[config.mk]
export PLATFORM = sky130hd
export DESIGN_NAME = gas_alarm_level_controller
export DESIGN_NICKNAME = d
export VERILOG_FILES = /design/src/rtl/galc_pkg.sv /design/src/rtl/galc_front.sv /design/src/rtl/galc_queue.sv /design/src/rtl/galc_back.sv /design/src/rtl/gas_alarm_level_controller.sv
export SDC_FILE = /design/constraint.sdc
export NUM_CORES = 1
export LEC_CHECK = 0
export ABC_CLOCK_PERIOD_IN_PS = 4600
export BUFFER_PORTS_ARGS = -buffer_cell sky130_fd_sc_hd__buf_2
export CAP_MARGIN = 20
export CORE_MARGIN = 5
export CORE_UTILIZATION = 30
export CTS_CLUSTER_DIAMETER = 120
export DETAILED_ROUTE_END_ITERATION = 16
export PLACE_DENSITY = 0.51
export SLEW_MARGIN = 15
export SYNTH_ARGS = -nofsm -noshare
export SYNTH_HDL_FRONTEND = slang
export SYNTH_HIERARCHICAL = 1
export SYNTH_SLANG_ARGS = --single-unit
[constraint.sdc]
create_clock -name i_clk -period 4.6 [get_ports i_clk]
set_clock_uncertainty 0.1 [all_clocks]
set_input_delay 0.46 -clock i_clk [delete_from_list [all_inputs] [get_ports i_clk]]
set_output_delay 0.46 -clock i_clk [all_outputs]
set_load 0.1 [all_outputs]
[src/rtl/galc_pkg.sv]
// Shared types, codes and the display band table for the gas alarm level controller.
// Used by every module under rtl/; depends on nothing else.
`timescale 1ns / 1ps

package galc_pkg;

    // Field widths
    localparam int unsigned LEN_W   = 5;
    localparam int unsigned BYTE_W  = 8;
    localparam int unsigned PPM_W   = 16;
    localparam int unsigned BAND_W  = 4;
    localparam int unsigned CNT_W   = 8;
    localparam int unsigned CFG_W   = 16;
    localparam int unsigned CFG_A_W = 2;
    localparam int unsigned S_DATA_W = 32;
    localparam int unsigned M_DATA_W = 32;

    // Default depth of the queue between front and back
    localparam int unsigned GALC_QUEUE_DEPTH = 2;

    // Reply framing
    localparam logic [LEN_W-1:0]  VALID_REPLY_LEN = LEN_W'(7);
    localparam logic [BYTE_W-1:0] REPLY_LEAD      = BYTE_W'(8'h02);

    // Register reset values
    localparam logic [CFG_W-1:0] WARN_RESET   = CFG_W'(250);
    localparam logic [CFG_W-1:0] DANGER_RESET = CFG_W'(400);
    localparam logic [CNT_W-1:0] DELAY_RESET  = CNT_W'(20);

    // Register indexes
    typedef enum logic [CFG_A_W-1:0] {
        CFG_WARN_THRESHOLD   = 2'd0,
        CFG_DANGER_THRESHOLD = 2'd1,
        CFG_DELAY_COUNT      = 2'd2
    } t_cfg_index;

    typedef enum logic [1:0] {
        LVL_SAFE   = 2'd0,
        LVL_WARN   = 2'd1,
        LVL_DANGER = 2'd2
    } t_level;

    typedef enum logic [2:0] {
        SND_NONE      = 3'd0,
        SND_SILENCE   = 3'd1,
        SND_SPEAK     = 3'd2,
        SND_BEEP      = 3'd3,
        SND_DBL_SPEAK = 3'd4,
        SND_DBL       = 3'd5
    } t_sound;

    typedef enum logic [1:0] {
        RLY_NONE  = 2'd0,
        RLY_OPEN  = 2'd1,
        RLY_CLOSE = 2'd2
    } t_relay;

    // Configuration as seen by front and back
    typedef struct packed {
        logic [PPM_W-1:0] warn_threshold;
        logic [PPM_W-1:0] danger_threshold;
        logic [CNT_W-1:0] delay_count;
    } t_galc_cfg;

    // One classified poll, handed from front to back
    typedef struct packed {
        logic [PPM_W-1:0]  ppm;
        logic [BAND_W-1:0] band;
        logic              power;
        logic              below_warn;
        logic              in_warn;
        logic              at_danger;
    } t_poll_class;

    // One result word
    typedef struct packed {
        t_level            level;
        t_relay            relay;
        t_sound            sound;
        logic [BAND_W-1:0] band;
        logic [PPM_W-1:0]  ppm;
    } t_galc_result;

    // Display band code from ppm ranges
    function automatic logic [BAND_W-1:0] band_of(input logic [PPM_W-1:0] p);
        logic [BAND_W-1:0] b;
        if (p == PPM_W'(0))        b = BAND_W'(0);
        else if (p <= PPM_W'(110)) b = BAND_W'(1);
        else if (p <= PPM_W'(180)) b = BAND_W'(0);
        else if (p <= PPM_W'(249)) b = BAND_W'(2);
        else if (p <= PPM_W'(300)) b = BAND_W'(3);
        else if (p <= PPM_W'(350)) b = BAND_W'(4);
        else if (p <= PPM_W'(399)) b = BAND_W'(5);
        else if (p <= PPM_W'(450)) b = BAND_W'(6);
        else if (p <= PPM_W'(500)) b = BAND_W'(7);
        else                       b = BAND_W'(8);
        return b;
    endfunction

endpackage

[src/rtl/galc_front.sv]
// Front part: accepts poll words, holds ppm and display band, classifies ppm.
// Depends on galc_pkg.
`timescale 1ns / 1ps

module galc_front (
    input  logic                     i_clk,
    input  logic                     i_rst_n,
    input  galc_pkg::t_galc_cfg      i_cfg,
    input  logic                     i_valid,
    output logic                     o_ready,
    input  logic [galc_pkg::LEN_W-1:0]  i_reply_length,
    input  logic [galc_pkg::BYTE_W-1:0] i_reply_lead_byte,
    input  logic [galc_pkg::BYTE_W-1:0] i_ppm_high_byte,
    input  logic [galc_pkg::BYTE_W-1:0] i_ppm_low_byte,
    input  logic                     i_power_on,
    output logic                     o_push,
    output galc_pkg::t_poll_class    o_class,
    input  logic                     i_queue_ready
);
    import galc_pkg::*;

    logic [PPM_W-1:0]  r_ppm, n_ppm;
    logic [BAND_W-1:0] r_band, n_band;
    logic              w_len_ok;
    logic              w_accept;

    assign o_ready  = i_queue_ready;
    assign w_accept = i_valid && i_queue_ready;
    assign o_push   = w_accept;

    // Refresh ppm on a good reply, band on any full-length reply
    always_comb begin
        w_len_ok = (i_reply_length == VALID_REPLY_LEN);
        n_ppm    = r_ppm;
        n_band   = r_band;
        if (w_len_ok) begin
            if (i_reply_lead_byte == REPLY_LEAD) begin
                n_ppm = {i_ppm_high_byte, i_ppm_low_byte};
            end
            n_band = band_of(n_ppm);
        end
    end

    // Classify the held ppm against the thresholds
    always_comb begin
        o_class.ppm        = n_ppm;
        o_class.band       = n_band;
        o_class.power      = i_power_on;
        o_class.below_warn = (n_ppm < i_cfg.warn_threshold);
        o_class.in_warn    = (n_ppm >= i_cfg.warn_threshold)
                             && (n_ppm < i_cfg.danger_threshold);
        o_class.at_danger  = (n_ppm >= i_cfg.danger_threshold);
    end

    // Hold ppm and band across polls
    always_ff @(posedge i_clk) begin
        if (!i_rst_n) begin
            r_ppm  <= '0;
            r_band <= '0;
        end else if (w_accept) begin
            r_ppm  <= n_ppm;
            r_band <= n_band;
        end
    end

endmodule

[src/rtl/galc_queue.sv]
// Short queue of classified polls between front and back.
// Depends on galc_pkg.
`timescale 1ns / 1ps

module galc_queue #(
    parameter int unsigned DEPTH = galc_pkg::GALC_QUEUE_DEPTH  // 2 or more
) (
    input  logic                  i_clk,
    input  logic                  i_rst_n,
    input  logic                  i_push,
    input  galc_pkg::t_poll_class i_data,
    output logic                  o_ready,
    input  logic                  i_pop,
    output logic                  o_valid,
    output galc_pkg::t_poll_class o_data
);
    import galc_pkg::*;

    localparam int unsigned PTR_W = $clog2(DEPTH);
    localparam int unsigned CNT_QW = $clog2(DEPTH + 1);
    localparam logic [PTR_W-1:0]  LAST_PTR = PTR_W'(DEPTH - 1);
    localparam logic [CNT_QW-1:0] FULL_CNT = CNT_QW'(DEPTH);

    t_poll_class       r_mem [DEPTH];
    logic [PTR_W-1:0]  r_wr_ptr, n_wr_ptr;
    logic [PTR_W-1:0]  r_rd_ptr, n_rd_ptr;
    logic [CNT_QW-1:0] r_count, n_count;
    logic              w_push, w_pop;

    assign o_ready = (r_count != FULL_CNT);
    assign o_valid = (r_count != '0);
    assign o_data  = r_mem[r_rd_ptr];
    assign w_push  = i_push && o_ready;
    assign w_pop   = i_pop && o_valid;

    // Advance pointers and count
    always_comb begin
        n_wr_ptr = r_wr_ptr;
        n_rd_ptr = r_rd_ptr;
        n_count  = r_count;
        if (w_push) begin
            n_wr_ptr = (r_wr_ptr == LAST_PTR) ? '0 : r_wr_ptr + PTR_W'(1);
        end
        if (w_pop) begin
            n_rd_ptr = (r_rd_ptr == LAST_PTR) ? '0 : r_rd_ptr + PTR_W'(1);
        end
        if (w_push && !w_pop) begin
            n_count = r_count + CNT_QW'(1);
        end else if (w_pop && !w_push) begin
            n_count = r_count - CNT_QW'(1);
        end
    end

    always_ff @(posedge i_clk) begin
        if (!i_rst_n) begin
            r_wr_ptr <= '0;
            r_rd_ptr <= '0;
            r_count  <= '0;
        end else begin
            r_wr_ptr <= n_wr_ptr;
            r_rd_ptr <= n_rd_ptr;
            r_count  <= n_count;
        end
    end

    // Store entries
    always_ff @(posedge i_clk) begin
        if (w_push) begin
            r_mem[r_wr_ptr] <= i_data;
        end
    end

endmodule

[src/rtl/galc_back.sv]
// Back part: alarm level machine, sound and relay commands, output register.
// Depends on galc_pkg.
`timescale 1ns / 1ps

module galc_back (
    input  logic                   i_clk,
    input  logic                   i_rst_n,
    input  galc_pkg::t_galc_cfg    i_cfg,
    input  logic                   i_valid,
    input  galc_pkg::t_poll_class  i_class,
    output logic                   o_pop,
    output logic                   o_valid,
    input  logic                   i_ready,
    output galc_pkg::t_galc_result o_result
);
    import galc_pkg::*;

    t_level           r_level, n_level;
    t_level           r_prev, n_prev;
    logic [CNT_W-1:0] r_cnt, n_cnt;
    logic             r_out_valid;
    t_galc_result     r_out;
    t_sound           w_sound;
    t_relay           w_relay;
    logic             w_pop;

    // Step-by-step conditions of the level machine
    logic             a_hit, b1, b2, b2_fire, b3, b4, c_hit;
    t_level           cl_a, pl_a, cl_b1;
    logic [CNT_W-1:0] cnt_a, cnt_b1;

    assign w_pop   = i_valid && (!r_out_valid || i_ready);
    assign o_pop   = w_pop;
    assign o_valid = r_out_valid;
    assign o_result = r_out;

    // Evaluate the safe, warning and danger checks in order
    always_comb begin
        a_hit   = i_class.below_warn && (r_level != LVL_SAFE);
        cl_a    = a_hit ? LVL_SAFE : r_level;
        pl_a    = a_hit ? LVL_SAFE : r_prev;
        cnt_a   = a_hit ? '0 : r_cnt;
        b1      = i_class.in_warn && (r_level == LVL_SAFE) && (r_prev == LVL_SAFE);
        cl_b1   = b1 ? LVL_WARN : r_level;
        cnt_b1  = b1 ? '0 : r_cnt;
        b2      = i_class.in_warn && (cl_b1 == LVL_WARN) && (r_prev == LVL_SAFE);
        b2_fire = b2 && (cnt_b1 >= i_cfg.delay_count);
        b3      = i_class.in_warn && (r_level == LVL_DANGER) && (r_prev == LVL_DANGER);
        b4      = i_class.in_warn && (r_level == LVL_WARN) && (r_prev == LVL_DANGER);
        c_hit   = i_class.at_danger && (cl_a != LVL_DANGER);
    end

    // Next level, previous level and counter
    always_comb begin
        n_level = r_level;
        n_prev  = r_prev;
        n_cnt   = r_cnt;
        if (!i_class.power) begin
            n_level = LVL_SAFE;
            n_prev  = LVL_SAFE;
            n_cnt   = '0;
        end else if (i_class.in_warn) begin
            n_level = (b1 || b3) ? LVL_WARN : r_level;
            n_prev  = (b2_fire || b3 || b4) ? LVL_WARN : r_prev;
            if (b2) begin
                n_cnt = b2_fire ? '0 : cnt_b1 + CNT_W'(1);
            end else begin
                n_cnt = cnt_b1;
            end
        end else begin
            n_level = cl_a;
            n_prev  = pl_a;
            n_cnt   = cnt_a;
            if (c_hit) begin
                n_level = LVL_DANGER;
                n_prev  = LVL_DANGER;
                n_cnt   = '0;
            end
        end
    end

    // Sound and relay commands: the last one issued wins
    always_comb begin
        w_sound = SND_NONE;
        w_relay = RLY_NONE;
        if (!i_class.power) begin
            w_sound = SND_SILENCE;
            w_relay = RLY_CLOSE;
        end else begin
            if (a_hit) begin
                w_sound = SND_SILENCE;
                w_relay = RLY_CLOSE;
            end
            if (b1) begin
                w_sound = SND_SPEAK;
                w_relay = RLY_OPEN;
            end
            if (b2_fire || b3) begin
                w_sound = SND_BEEP;
            end
            if (c_hit) begin
                w_sound = ((cl_a == LVL_SAFE) && (pl_a == LVL_SAFE)) ? SND_DBL_SPEAK
                                                                      : SND_DBL;
                w_relay = RLY_OPEN;
            end
        end
    end

    // Advance machine state on each word taken from the queue
    always_ff @(posedge i_clk) begin
        if (!i_rst_n) begin
            r_level     <= LVL_SAFE;
            r_prev      <= LVL_SAFE;
            r_cnt       <= '0;
            r_out_valid <= 1'b0;
        end else begin
            if (w_pop) begin
                r_level     <= n_level;
                r_prev      <= n_prev;
                r_cnt       <= n_cnt;
                r_out_valid <= 1'b1;
            end else if (i_ready) begin
                r_out_valid <= 1'b0;
            end
        end
    end

    // Hold the result word until taken
    always_ff @(posedge i_clk) begin
        if (w_pop) begin
            r_out.ppm   <= i_class.ppm;
            r_out.band  <= i_class.band;
            r_out.sound <= w_sound;
            r_out.relay <= w_relay;
            r_out.level <= n_level;
        end
    end

endmodule

[src/rtl/gas_alarm_level_controller.sv]
// Top level of the gas alarm level controller: config registers, front, queue, back.
// Depends on galc_pkg, galc_front, galc_queue and galc_back.
`timescale 1ns / 1ps

// Takes one sensor poll word per cycle while the queue has room and returns one result
// word per poll, in order. A poll passes the front (ppm and band hold, threshold
// compare) in its accept cycle, is registered in a short queue, and the back's level
// machine turns it into a result word; the sustained rate is one poll per clock while
// the output side takes words. The output register lets a new poll be accepted while
// a finished result still waits. The user must write thresholds and the warning delay
// through the plain write port while the block is idle; the block does not enforce it.
module gas_alarm_level_controller #(
    parameter int unsigned QUEUE_DEPTH = galc_pkg::GALC_QUEUE_DEPTH  // 2 or more
) (
    input  logic                            i_clk,
    input  logic                            i_rst_n,
    // tdata: reply_length[4:0], reply_lead_byte[12:5], ppm_high_byte[20:13],
    //        ppm_low_byte[28:21], power_on[29], zero[31:30]
    input  logic [galc_pkg::S_DATA_W-1:0]   i_s_axis_tdata,
    input  logic                            i_s_axis_tvalid,
    output logic                            o_s_axis_tready,
    // tdata: concentration[15:0], display_band[19:16], sound_command[22:20],
    //        relay_action[24:23], alarm_level[26:25], zero[31:27]
    output logic [galc_pkg::M_DATA_W-1:0]   o_m_axis_tdata,
    output logic                            o_m_axis_tvalid,
    input  logic                            i_m_axis_tready,
    input  logic                            i_cfg_we,
    input  logic [galc_pkg::CFG_A_W-1:0]    i_cfg_addr,
    input  logic [galc_pkg::CFG_W-1:0]      i_cfg_wdata
);
    import galc_pkg::*;

    t_galc_cfg    r_cfg;
    logic         w_push, w_q_ready, w_q_valid, w_pop;
    t_poll_class  w_push_class, w_pop_class;
    t_galc_result w_result;

    // Write configuration registers; unknown indexes are dropped
    always_ff @(posedge i_clk) begin
        if (!i_rst_n) begin
            r_cfg.warn_threshold   <= WARN_RESET;
            r_cfg.danger_threshold <= DANGER_RESET;
            r_cfg.delay_count      <= DELAY_RESET;
        end else if (i_cfg_we) begin
            case (i_cfg_addr)
                CFG_WARN_THRESHOLD:   r_cfg.warn_threshold   <= i_cfg_wdata;
                CFG_DANGER_THRESHOLD: r_cfg.danger_threshold <= i_cfg_wdata;
                CFG_DELAY_COUNT:      r_cfg.delay_count      <= i_cfg_wdata[CNT_W-1:0];
                default: ;
            endcase
        end
    end

    galc_front u_front (
        .i_clk             (i_clk),
        .i_rst_n           (i_rst_n),
        .i_cfg             (r_cfg),
        .i_valid           (i_s_axis_tvalid),
        .o_ready           (o_s_axis_tready),
        .i_reply_length    (i_s_axis_tdata[4:0]),
        .i_reply_lead_byte (i_s_axis_tdata[12:5]),
        .i_ppm_high_byte   (i_s_axis_tdata[20:13]),
        .i_ppm_low_byte    (i_s_axis_tdata[28:21]),
        .i_power_on        (i_s_axis_tdata[29]),
        .o_push            (w_push),
        .o_class           (w_push_class),
        .i_queue_ready     (w_q_ready)
    );

    galc_queue #(
        .DEPTH (QUEUE_DEPTH)
    ) u_queue (
        .i_clk   (i_clk),
        .i_rst_n (i_rst_n),
        .i_push  (w_push),
        .i_data  (w_push_class),
        .o_ready (w_q_ready),
        .i_pop   (w_pop),
        .o_valid (w_q_valid),
        .o_data  (w_pop_class)
    );

    galc_back u_back (
        .i_clk    (i_clk),
        .i_rst_n  (i_rst_n),
        .i_cfg    (r_cfg),
        .i_valid  (w_q_valid),
        .i_class  (w_pop_class),
        .o_pop    (w_pop),
        .o_valid  (o_m_axis_tvalid),
        .i_ready  (i_m_axis_tready),
        .o_result (w_result)
    );

    // Pack the result word
    assign o_m_axis_tdata = {5'b0, w_result.level, w_result.relay, w_result.sound,
                             w_result.band, w_result.ppm};

endmodule

==> impl_metrics.env <==
export IMPL_arrival_ns=3.39
export IMPL_dieArea_um2=30580
export IMPL_dpl_cell_count=1163
export IMPL_total_power_w=0.004933
export IMPL_worstPathMaxFanout=18
export IMPL_io_pins=89
export IMPL_intPower_w=0.002889
export IMPL_num_antenna_cells=0
export IMPL_synth_warnings=6
export IMPL_ys_flop_type="dfxtp_1"
export IMPL_firstDrtPassIters=5
export IMPL_syn_avg_cell_area_um2=10.51
export IMPL_status="finished clean"
export IMPL_p_per_area_nw_per_um2=528.6
export IMPL_synth_edff_count=75
export IMPL_grt_pass1_vias=5688
export IMPL_post_cts_buffers=0
export IMPL_fin_crit_ns=3.323
export IMPL_p_comb_share_pct=34.6
export IMPL_cts_buffer_depth=2
export IMPL_cts_sink_count=153
export IMPL_ctsResizeCount=0
export IMPL_stdcell_count=1195
export IMPL_min_path_cells=1
export IMPL_period_share_pct=72.24
export IMPL_synthMuxAreaShare_pct=9.988
export IMPL_peakVddDrop_mv=0.4615
export IMPL_gp_routability_congestion=0.8315
export IMPL_syn_inst=776
export IMPL_synthXorXnorAreaFrac_pct=0.6444
export IMPL_r2r_end="u_back/r_cnt[5]"
export IMPL_postCtsHoldBufs=0
export IMPL_synth_fa_ha_area_share_pct=6.444
export IMPL_clock_latency_ns=0.43
export IMPL_drtIter0Drc=295
export IMPL_antenna_left=0
export IMPL_grt_pass1_wl_um=30980
export IMPL_netlist_area_um2=8155
export IMPL_rsz0062_at_grt="false"
export IMPL_min_from="i_s_axis_tdata[29]"
export IMPL_synth_compound_area_share_pct=13.13
export IMPL_r2r_slack_ns=1.39
export IMPL_r2r_start="u_back/r_level[0]"
export IMPL_chipHeight_um=174.9
export IMPL_min_to="u_queue/r_mem[1][3]"
export IMPL_max_slew_margin_pct=32.05
export IMPL_clk_pin_slew_ns=0.07
export IMPL_root_buffer="clkbuf_16"
export IMPL_finalSetupTns_ns=0
export IMPL_antenna_found_initial=1
export IMPL_nNetsFinal=938
export IMPL_min_path_type="primary input to register"
export IMPL_finalHoldViolCount=0
export IMPL_yosys_cell_types_count=78
export IMPL_synthSimpleGateAreaFrac_pct=16.23
export IMPL_fmax_mhz=300.9
export IMPL_drive_above_1_share_pct=21.31
export IMPL_cp_required_ns=4.67
export IMPL_core_rowCount=60
export IMPL_avgViaCountPerCell=4.855
export IMPL_worstSetupPathType="primary input to register"
export IMPL_synth_ff_latch_count=153
export IMPL_cp_end_kind="register"
export IMPL_leakage_nw=3.857
export IMPL_worstMarginPinSlew_ns=1.018
export IMPL_htreeDepth=4
export IMPL_power_switching_w=0.002044
export IMPL_p_clk_share_pct=28.7
export IMPL_wl_per_cell_um=16.11
export IMPL_start_util_pct=30.34
export IMPL_hpwlAfterDp_um=13770
export IMPL_finalSetupViolations=0
export IMPL_r2r_cells=9
export IMPL_sw_frac_of_total_pct=41.43
export IMPL_seqPwrFrac_pct=36.7
export IMPL_grt_max_degree=34
export IMPL_dieWidth_um=174.9
export IMPL_synth_async_reset_ratio_pct=0
export IMPL_vias=5802
export IMPL_cts_made_buffers=17
export IMPL_dpl_instance_area_um2=8738
export IMPL_maxSlewViolCount=0
export IMPL_io_buffers=81
export IMPL_final_area_um2=9333
export IMPL_grt_total_usage_pct=12.64
export IMPL_postRouteWirelength_um=19250
export IMPL_start_kind="primary input"
export IMPL_cts_tree="done"
export IMPL_drc_errors=0
export IMPL_core_um2=26880
export IMPL_synth_top_family_by_area="simple AND/OR/NAND/NOR gates"
export IMPL_drv_cap=0
export IMPL_yosysSeqAreaShare_pct=46.76
export IMPL_area_growth_pct=14.44
export IMPL_grt_overflow_total=0
==> placed cells by master (no fill, tap or decap), types with 5 or more instances in the layout <==
master / Yosys / layout
dfxtp_1: 78 / 78
inv_6: 0 / 7
o31ai_1: 12 / 12
ha_1: 42 / 42
nand2_1: 119 / 119
buf_4: 13 / 9
and2_1: 16 / 16
nor2b_1: 10 / 10
nor2_1: 20 / 20
mux2_2: 31 / 31
clkbuf_16: 0 / 18
a31oi_1: 7 / 7
buf_2: 15 / 81
xnor2_1: 5 / 5
mux2_4: 7 / 7
mux2i_1: 36 / 36
a21boi_1: 11 / 11
a21boi_0: 12 / 12
nand4_1: 8 / 8
a21o_1: 9 / 9
and3_1: 6 / 6
nand3_1: 19 / 19
nor3_1: 11 / 11
inv_1: 57 / 57
nor4_1: 6 / 6
o21ai_0: 21 / 21
edfxtp_1: 75 / 75
o211ai_1: 14 / 14
conb_1: 1 / 5
a21oi_1: 15 / 15
==> stage by stage <==
| stage | util [%] | worst slack, ns | hold slack (ns) |
|---|---|---|---|
| 5_1_grt | 34.73 | 1.062 | 0.1365 |
| 3_3_place_gp | 32.51 | 0.8315 | 0.3452 |
| 2_1_floorplan | - | 1.065 | 0.3347 |
| 3_5_place_dp | 32.51 | 0.8167 | 0.3480 |
| 6_report | 34.73 | 1.277 | 0.1544 |
| 4_1_cts | 34.73 | 1.263 | 0.1408 |
==> critical path: stages <==
cell     delay, ns
buf_2         0.11
nor4b_4       0.26
buf_4         0.20
and2_1        0.25
nand2_8       0.17
mux2_4        0.38
ha_1          0.29
a21o_1        0.18
a21o_1        0.16
a21oi_1       0.16
nor2_1        0.07
o32a_1        0.37
or2_2         0.31
==> worst max path at each step <==
stage	from	to	slack, ns	cells after the start
finish	i_s_axis_tdata[12]	u_queue/r_mem[0][0]	1.28	13
global route	u_back/r_level[0]	u_back/r_cnt[5]	1.06	9
CTS	i_s_axis_tdata[12]	u_queue/r_mem[0][0]	1.26	13
detailed placement	i_s_axis_tdata[12]	u_queue/r_mem[0][0]	0.82	13
global placement	i_s_axis_tdata[12]	u_queue/r_mem[0][0]	0.83	13
floorplan	i_s_axis_tdata[12]	u_queue/r_mem[0][0]	1.06	13
==> power by group through the flow <==
stage / registers [W] / logic, W / clock network [W]
2_1_floorplan: 0.00260 / 0.000623 / 0
3_3_place_gp: 0.00184 / 0.00171 / 0
3_5_place_dp: 0.00184 / 0.00171 / 0
4_1_cts: 0.00181 / 0.00172 / 0.00145
5_1_grt: 0.00183 / 0.00180 / 0.00151
6_report: 0.00181 / 0.00171 / 0.00142
==> layer usage <==
metal	track usage, %	vias to the layer above	wire length, um
li1	-	2923	-
met1	18.25	2743	9836
met2	18.79	115	8382
met3	3.159	19	770
met4	3.568	2	257
met5	0	-	7
==> cells by family after synthesis <==
group | count (synthesis)
compound gates | 146
xor+xnor | 6
fa+ha+maj | 42
buf+inv | 105
flops | 153
mux | 74
other cells | 1
simple gates | 249
==> final cells by class <==
cell class | count | area (um^2)
clock buffer | 19 | 464.2
clock inverter | 13 | 130.1
fill | 2751 | 17540
inverter | 57 | 214.0
multi-input combinational | 522 | 3811
sequential | 153 | 3814
tap | 341 | 426.7
timing repair buffer | 90 | 473.0
==> sequential cells by signal (all words and copies together) (netlist names), 2 cells and up, named ones only <==
| signal | flops |
|---|---|
| u_queue/r_mem | 48 |
| r_cfg | 40 |
| u_back/o_result | 27 |
| u_front/r_ppm | 16 |
| u_back/r_cnt | 8 |
| u_front/r_band | 4 |
| u_back/r_level | 2 |
| u_back/r_prev | 2 |
| u_queue/r_count | 2 |
==> synth_stat cells, types with 4 or more instances <==
master | instances | share of area (%)
buf_6 | 9 | 1.2
a21o_1 | 9 | 0.83
and2_1 | 16 | 1.2
nor3_1 | 11 | 0.68
buf_2 | 15 | 0.92
clkbuf_1 | 7 | 0.32
mux2_2 | 31 | 4.3
nor2b_1 | 10 | 0.77
mux2i_1 | 36 | 4.4
ha_1 | 42 | 6.4
a21oi_1 | 15 | 0.92
and3_1 | 6 | 0.46
o21a_1 | 4 | 0.37
nor4_1 | 6 | 0.46
dfxtp_1 | 78 | 19
nor2_1 | 20 | 0.92
a21boi_1 | 11 | 1.0
o21ai_0 | 21 | 1.3
o211ai_1 | 14 | 1.3
nand3_1 | 19 | 1.2
xnor2_1 | 5 | 0.54
a21boi_0 | 12 | 1.1
inv_1 | 57 | 2.6
a31oi_1 | 7 | 0.54
o31ai_1 | 12 | 1.1
nand2_1 | 119 | 5.5
edfxtp_1 | 75 | 28
nand4bb_1 | 4 | 0.55
nand4_1 | 8 | 0.61
buf_4 | 13 | 1.2
o21ai_1 | 4 | 0.25
mux2_4 | 7 | 1.3
No activity file was read; power rests on OpenSTA's default activity.
